[src/design/pls_pkg.sv]
// Shared types and constants for the positional list store.
// Depends on nothing; imported by every module of the block.
`default_nettype none

package pls_pkg;

  localparam int CAPACITY    = 16;
  localparam int MAX_RESULTS = 16;
  localparam int DATA_W      = 32;
  localparam int POS_W       = 5;
  localparam int OCC_W       = 5;
  localparam int IDX_W       = (CAPACITY > 1) ? $clog2(CAPACITY) : 1;
  localparam int CNT_W       = $clog2(CAPACITY + 1);
  localparam int CMP_W       = ((POS_W > CNT_W) ? POS_W : CNT_W) + 1;

  localparam logic [1:0] CMD_INSERT = 2'd0;
  localparam logic [1:0] CMD_DELETE = 2'd1;
  localparam logic [1:0] CMD_DUMP   = 2'd2;

  localparam logic [1:0] ST_OK    = 2'd0;
  localparam logic [1:0] ST_EMPTY = 2'd1;
  localparam logic [1:0] ST_RANGE = 2'd2;
  localparam logic [1:0] ST_FULL  = 2'd3;

  typedef enum logic [1:0] {
    CELL_HOLD,
    CELL_INS,
    CELL_DEL,
    CELL_ROT
  } cell_op_t;

  typedef struct packed {
    cell_op_t           op;
    logic [IDX_W-1:0]   slot;
    logic [IDX_W-1:0]   last_idx;
  } cell_ctrl_t;

endpackage

`default_nettype wire

[src/design/positional_list_store.sv]
// Top level of the positional list store: command control, output register, cell chain.
// Depends on pls_pkg, pls_chain.
//
//   channel | signals                                  | transaction
//   in      | in_valid, in_ready, cmd/at_end/pos/value | one command
//   out     | out_valid, out_ready, status/item/occ/last | one result
//
// Insert and delete shift all cells in parallel at acceptance.
// A dump rotates the occupied cells one step per cycle, one result per cycle, while the
// output register is free; the next command is taken once every occupied cell has rotated.
// A held output register stalls the dump rotation and blocks new commands.
// Reset clears the element count; cell contents are left as they are.
`default_nettype none

module positional_list_store
  import pls_pkg::*;
(
  input  wire logic                     clk,
  input  wire logic                     rst,
  input  wire logic                     in_valid,
  output logic                          in_ready,
  input  wire logic [1:0]               cmd,
  input  wire logic                     at_end,
  input  wire logic [POS_W-1:0]         position,
  input  wire logic signed [DATA_W-1:0] value,
  output logic                          out_valid,
  input  wire logic                     out_ready,
  output logic [1:0]                    status,
  output logic signed [DATA_W-1:0]      item,
  output logic [OCC_W-1:0]              occupancy,
  output logic                          last
);

  typedef enum logic {
    S_IDLE,
    S_DUMP
  } state_t;

  state_t            state, state_next;
  logic [CNT_W-1:0]  count, count_next;
  logic [CNT_W-1:0]  dump_idx, dump_idx_next;
  logic              out_valid_next;
  logic [1:0]        status_next;
  logic [DATA_W-1:0] item_next;
  logic [OCC_W-1:0]  occupancy_next;
  logic              last_next;

  cell_ctrl_t        ctrl;
  logic [DATA_W-1:0] head_data;
  logic [DATA_W-1:0] sel_data;

  logic              accept;
  logic              out_free;
  logic [CMP_W-1:0]  pos_w;
  logic [CMP_W-1:0]  cnt_w;
  logic [IDX_W-1:0]  pos_m1;
  logic [IDX_W-1:0]  last_idx;
  logic [1:0]        ins_st;
  logic [1:0]        del_st;
  logic [IDX_W-1:0]  ins_slot;
  logic [IDX_W-1:0]  del_slot;
  int                dump_len;

  assign out_free = !out_valid || out_ready;
  assign in_ready = !rst && (state == S_IDLE) && out_free;
  assign accept   = in_valid && in_ready;

  assign pos_w    = CMP_W'(position);
  assign cnt_w    = CMP_W'(count);
  assign pos_m1   = IDX_W'(pos_w - CMP_W'(1));
  assign last_idx = IDX_W'(count - CNT_W'(1));
  assign dump_len = (int'(count) < MAX_RESULTS) ? int'(count) : MAX_RESULTS;

  always_comb begin
    if (int'(count) >= CAPACITY) begin
      ins_st = ST_FULL;
    end else if (!at_end && (pos_w == '0 || pos_w > cnt_w + CMP_W'(1))) begin
      ins_st = ST_RANGE;
    end else begin
      ins_st = ST_OK;
    end
    ins_slot = at_end ? IDX_W'(count) : pos_m1;

    if (count == '0) begin
      del_st = ST_EMPTY;
    end else if (!at_end && (pos_w == '0 || pos_w > cnt_w)) begin
      del_st = ST_RANGE;
    end else begin
      del_st = ST_OK;
    end
    del_slot = at_end ? last_idx : pos_m1;
  end

  always_comb begin
    state_next     = state;
    count_next     = count;
    dump_idx_next  = dump_idx;
    out_valid_next = out_valid && !out_ready;
    status_next    = status;
    item_next      = item;
    occupancy_next = occupancy;
    last_next      = last;
    ctrl.op        = CELL_HOLD;
    ctrl.slot      = ins_slot;
    ctrl.last_idx  = last_idx;

    unique case (state)
      S_IDLE: begin
        if (accept) begin
          unique case (cmd)
            CMD_INSERT: begin
              if (ins_st == ST_OK) begin
                ctrl.op    = CELL_INS;
                count_next = count + CNT_W'(1);
              end
              out_valid_next = 1'b1;
              status_next    = ins_st;
              item_next      = '0;
              occupancy_next = OCC_W'(count_next);
              last_next      = 1'b1;
            end
            CMD_DELETE: begin
              ctrl.slot = del_slot;
              if (del_st == ST_OK) begin
                ctrl.op    = CELL_DEL;
                count_next = count - CNT_W'(1);
              end
              out_valid_next = 1'b1;
              status_next    = del_st;
              item_next      = (del_st == ST_OK) ? sel_data : '0;
              occupancy_next = OCC_W'(count_next);
              last_next      = 1'b1;
            end
            CMD_DUMP: begin
              if (count == '0) begin
                out_valid_next = 1'b1;
                status_next    = ST_EMPTY;
                item_next      = '0;
                occupancy_next = '0;
                last_next      = 1'b1;
              end else begin
                state_next    = S_DUMP;
                dump_idx_next = '0;
              end
            end
            default: begin
              state_next = S_IDLE;
            end
          endcase
        end
      end
      S_DUMP: begin
        if (int'(dump_idx) >= MAX_RESULTS || out_free) begin
          ctrl.op = CELL_ROT;
          if (int'(dump_idx) < MAX_RESULTS) begin
            out_valid_next = 1'b1;
            status_next    = ST_OK;
            item_next      = head_data;
            occupancy_next = OCC_W'(count);
            last_next      = (int'(dump_idx) + 1 == dump_len);
          end
          dump_idx_next = dump_idx + CNT_W'(1);
          if (dump_idx_next == count) begin
            state_next = S_IDLE;
          end
        end
      end
      default: begin
        state_next = S_IDLE;
      end
    endcase
  end

  always_ff @(posedge clk) begin
    if (rst) begin
      state     <= S_IDLE;
      count     <= '0;
      dump_idx  <= '0;
      out_valid <= 1'b0;
    end else begin
      state     <= state_next;
      count     <= count_next;
      dump_idx  <= dump_idx_next;
      out_valid <= out_valid_next;
    end
    status    <= status_next;
    item      <= $signed(item_next);
    occupancy <= occupancy_next;
    last      <= last_next;
  end

  pls_chain u_chain (
    .clk       (clk),
    .ctrl      (ctrl),
    .ins_value ($unsigned(value)),
    .sel       (del_slot),
    .head_data (head_data),
    .sel_data  (sel_data)
  );

endmodule

`default_nettype wire

[src/design/pls_cell.sv]
// One storage cell of the list chain: holds one element, shifts with its neighbors.
// Depends on pls_pkg.
`default_nettype none

module pls_cell
  import pls_pkg::*;
(
  input  wire logic              clk,
  input  wire cell_ctrl_t        ctrl,
  input  wire logic [IDX_W-1:0]  idx,
  input  wire logic [DATA_W-1:0] left_data,
  input  wire logic [DATA_W-1:0] right_data,
  input  wire logic [DATA_W-1:0] head_data,
  input  wire logic [DATA_W-1:0] ins_value,
  output logic      [DATA_W-1:0] data
);

  logic [DATA_W-1:0] data_next;

  always_comb begin
    data_next = data;
    case (ctrl.op)
      CELL_INS: begin
        if (idx > ctrl.slot) begin
          data_next = left_data;
        end else if (idx == ctrl.slot) begin
          data_next = ins_value;
        end
      end
      CELL_DEL: begin
        if (idx >= ctrl.slot && idx < ctrl.last_idx) begin
          data_next = right_data;
        end
      end
      CELL_ROT: begin
        if (idx == ctrl.last_idx) begin
          data_next = head_data;
        end else if (idx < ctrl.last_idx) begin
          data_next = right_data;
        end
      end
      default: begin
        data_next = data;
      end
    endcase
  end

  always_ff @(posedge clk) begin
    data <= data_next;
  end

endmodule

`default_nettype wire

[src/design/pls_chain.sv]
// Row of list cells with neighbor wiring, head tap and one selected read port.
// Depends on pls_pkg and pls_cell.
`default_nettype none

module pls_chain
  import pls_pkg::*;
(
  input  wire logic              clk,
  input  wire cell_ctrl_t        ctrl,
  input  wire logic [DATA_W-1:0] ins_value,
  input  wire logic [IDX_W-1:0]  sel,
  output logic      [DATA_W-1:0] head_data,
  output logic      [DATA_W-1:0] sel_data
);

  logic [DATA_W-1:0] cell_data [CAPACITY];
  logic [DATA_W-1:0] left_tap  [CAPACITY];
  logic [DATA_W-1:0] right_tap [CAPACITY];

  for (genvar gi = 0; gi < CAPACITY; gi++) begin : g_cell
    if (gi == 0) begin : g_first
      assign left_tap[gi] = '0;
    end else begin : g_inner_left
      assign left_tap[gi] = cell_data[gi-1];
    end
    if (gi == CAPACITY - 1) begin : g_last
      assign right_tap[gi] = '0;
    end else begin : g_inner_right
      assign right_tap[gi] = cell_data[gi+1];
    end

    pls_cell u_cell (
      .clk        (clk),
      .ctrl       (ctrl),
      .idx        (IDX_W'(gi)),
      .left_data  (left_tap[gi]),
      .right_data (right_tap[gi]),
      .head_data  (head_data),
      .ins_value  (ins_value),
      .data       (cell_data[gi])
    );
  end

  assign head_data = cell_data[0];
  assign sel_data  = cell_data[sel];

endmodule

`default_nettype wire

[config.mk]
export PLATFORM = sky130hd
export DESIGN_NAME = positional_list_store
export DESIGN_NICKNAME = d
export VERILOG_FILES = /design/src/design/pls_pkg.sv /design/src/design/positional_list_store.sv /design/src/design/pls_cell.sv /design/src/design/pls_chain.sv
export SDC_FILE = /design/constraint.sdc
export NUM_CORES = 2
export LEC_CHECK = 0
export BUFFER_PORTS_ARGS = -buffer_cell sky130_fd_sc_hd__buf_4
export CORE_MARGIN = 2
export CORE_UTILIZATION = 60
export CTS_CLUSTER_DIAMETER = 200
export DETAILED_ROUTE_END_ITERATION = 12
export PLACE_DENSITY_LB_ADDON = 0.1
export RECOVER_POWER = 100
export SLEW_MARGIN = 20
export SYNTH_ARGS = -nofsm -noshare
export SYNTH_HDL_FRONTEND = slang
export SYNTH_SLANG_ARGS = --single-unit
[constraint.sdc]
create_clock -name clk -period 8.7 [get_ports clk]
set_input_delay 0.435 -clock clk [delete_from_list [all_inputs] [get_ports clk]]
set_output_delay 0.435 -clock clk [all_outputs]
set_load 0.01 [all_outputs]
==> summary.md <==
| Metric | Value |
|---|---|
| Status | complete, but fails checks |
| Post_cts resized | 0 |
| Yosys warning total | 0 |
| Cell variety after synth | 78 |
| Post-CTS Setup Bufs | 0 |
| Vias | 34700 |
| Commonest non-fill, non-tap cell in the layout | nand2_1 |
| Largest family of logic cells by synthesized area | multiplexers |
| HPWL Detailed | 75.50 mm |
| Placed Instances | 4560 |
| Residual DRC | 0 |
| GPL Wtd Cong | 0.8724 |
| Drt pass-1 iters | 8 |
| Largest net degree at the start of global routing | 231 |
| Rows | 93 |
| Max Fclk | 135.5 MHz |
| Wirelength per Cell | 29.53 um |
| H-tree Lvls | 3 |
| Final hold viol count | 0 |
| Min-Delay Path Class | in2reg |
| Crit path setup slack, layout | 1320 ps |
| Clk sinks | 564 |
| GRT Total Usage | 0.4036 |
| Min-delay src | rst |
| Delay-heaviest family, CP | simple AND/OR/NAND/NOR gates |
| Worst rel slew slack | -1.072 |
| Layout cells sized above 1 | 0.1190 |
| Fillcell total | 5261 |
| Global-route wire length before repair | 205.8 mm |
| Number of global-route vias before repair | 32590 |
| Final min period | 7380 ps |
| Period Utilization, post-route | 0.8483 |
| Post-synthesis xor/xnor area fraction | 0.003158 |
| Top Layer Used | met5 |
| Inserted Clock Buffers | 67 |
| Max cap viols | 22 |
| Drt total wl | 138.3 mm |
| Clock Latency Late Sink | 630 ps |
| Min Hold Slack | 160.8 ps |
| Worst R2R Path Depth | 9 |
| Data arrival time of the worst path | 7800 ps |
| R2r setup slk | 1320 ps |
| Worst Path Buf+Inv | 2 |
| Starting DRC count in detailed routing | 6121 |
| Fin cells | 4682 |
| Pre-CTS worst setup slack | 2732 ps |
| Met3 routed WL | 19.61 mm |
| Core ar. | 64230 um2 |
| Post-synth ARST share | 0 |
| Die H | 258.4 um |
| Max Slew Vio Count | 491 |
| Proportion of synthesized area in mux cells | 0.1808 |
| Avg Vias per Cell | 7.411 |
| Clock Path Buffers | 3 |
| Die X | 258.4 um |
| Worst Path Required | 9120 ps |
| Final Setup Violations | 0 |
| Crit path max fanout | 17 |
| Violated checks | capacitance limit, slew limit |
| Post-Route M1 WL | 52.02 mm |
| Synthesis-stage register bit count | 564 |
| Pwr Density | 179.4 nW/um2 |
| Peak VDD IR | 0.1517 mV |
| Die area | 66770 um2 |
| Reg-to-reg critical path startpoint | count[3] |
| R2r endpoint | item[3] |
| Fin nets | 3841 |
| Initial Utilization | 0.6046 |
| Commonest non-fill, non-tap cells in the layout | nand2_1 (797), edfxtp_1 (552), mux2i_1 (517), nand3_1 (206), nor3_1 (203) |
| Total negative slack | 0 ps |
| Pwr Total | 7.378 mW |
| Clock skew | 18.93 ps |
| Number of flops mapped to enable cells by yosys | 552 |
| Met2 wire length | 59.76 mm |
| Seq/Total Area, Yosys | 0.4330 |
| Critical path, cell by cell | clkinv_1 -> ha_1 -> a21o_1 -> a21oi_1 -> a211oi_1 -> nor3b_1 -> nor2b_1 -> clkbuf_1 -> a22o_1 |
| Worst-path cell with the longest stage delay | nor2b_1 |
| CTS clock-pin slew for the worst setup and hold paths | 60 ps |
| Post-synthesis compound-gate area fraction | 0.1510 |
| CTS root buf | clkbuf_16 |
| Cell count after synthesis | 4001 |
| Post-Syn Nets | 4066 |
| Ys flop type | edfxtp_1 |
| Area growth, synth to finish | 5.909% |
| Hold_buf cts | 0 |
| CTS tree | built |
| Slowest stage delay, CP | 2130 ps |
| Slew @ Worst Pin | 3109 ps |
| Grt total ovfl | 0 |
| Startpoint Class | flip-flop |
| Synth Area in Simple Gates | 0.1700 |
| Avg Cell Area, Syn | 9.706 um2 |
| Hold path endpoint | dump_idx[3] |
| Leakage Power | 15.48 nW |
| Hold Path Stages | 2 |
| Top Ports | 86 |
| Initial antenna violation count | 5 |
| Mapped Area | 38830 um2 |
| Kind of critical path | reg2reg |
| Adder-cell share of the synthesized area | 0.006766 |
| Antenna-violating nets left | 0 |
| Buffers on Ports | 85 |
| CP Capture Type | flip-flop |
| RSZ-0062 raised after global routing | false |
## report_power, final
group	leakage, nW	switching [mW]	internal, mW	total (mW)
registers	5.10	0.0720	3.14	3.21
logic	9.38	0.935	0.488	1.42
clock network	1.01	1.20	1.54	2.74
## sequential cells by signal, summed over array words and instances (netlist names)
register and flops:
u_chain.g_cell.u_cell.data 512, count 5, status 2, item 32, occupancy 5, dump_idx 5, state 1, last 1
out_valid 1
## worst max-delay path by stage
stage,startpoint,end,cells after the start
after floorplan,count[0],u_chain.g_cell[7].u_cell.data[0],15
after global placement,cmd[1],u_chain.g_cell[6].u_cell.data[24],12
after detailed placement,cmd[1],u_chain.g_cell[6].u_cell.data[26],12
after CTS,count[1],u_chain.g_cell[7].u_cell.data[15],14
after global routing,count[1],u_chain.g_cell[8].u_cell.data[8],13
final,count[3],item[3],9
## Yosys cell counts (5+ instances only)
library cell	count	area (um2)
a21o_1	5	37.54
and3_1	70	437.9
buf_2	147	735.7
mux2_1	6	67.56
nand3_1	207	1036
clkbuf_1	233	874.6
buf_1	23	86.33
nor3_1	202	1011
o221a_2	32	360.4
nor2_1	102	382.9
mux2_2	156	1757
buf_6	8	90.09
ha_1	21	262.8
a221oi_1	100	875.8
nand2b_1	14	87.58
nand4_1	7	43.79
inv_1	12	45.04
a211oi_1	39	292.8
or2b_1	23	172.7
o221ai_1	64	560.5
a31oi_1	41	256.5
a21oi_1	97	485.5
dfxtp_1	12	240.2
buf_4	38	285.3
a221oi_2	28	420.4
and2_1	8	50.05
o21ai_0	118	590.6
nand2_1	801	3007
edfxtp_1	552	16580
o22ai_1	37	231.5
a22o_1	33	289.0
mux2i_1	519	5195
nor2b_1	9	56.30
o21ai_1	37	185.2
xnor2_1	13	113.9
o31ai_1	17	127.6
a311oi_1	96	840.8
## metal layers
layer | vias to the layer above | GRT usage
met4 | 8 | 0.1936
li1 | 14690 | -
met5 | - | 0
met2 | 2886 | 0.6017
met3 | 460 | 0.1050
met1 | 16650 | 0.5495
## cell type report
type                    count  area, um2  share of cell area
clock inverters            34      265.3            0.006450
inverters                  14      52.55            0.001278
multi-input cells        2971      20070              0.4880
flip-flops and latches    564      16820              0.4089
diodes                      2      5.005           0.0001217
clock buffers              84       1783             0.04335
well taps                 855       1070             0.02601
repair buffers            158       1064             0.02586
## cell families after synthesis
group,count (synthesis)
xor+xnor,14
compound gates,778
buf+inv,466
mux,681
fa+ha+maj,21
flops,564
simple gates,1477
## stage by stage
stage	cell area, um2	utilization
final	41130	0.6403
after global routing	41120	0.6402
after detailed placement	39430	0.6139
after floorplan	38830	-
after CTS	41480	0.6457
after global placement	39420	0.6137
No activity file was read; power rests on OpenSTA's default activity.
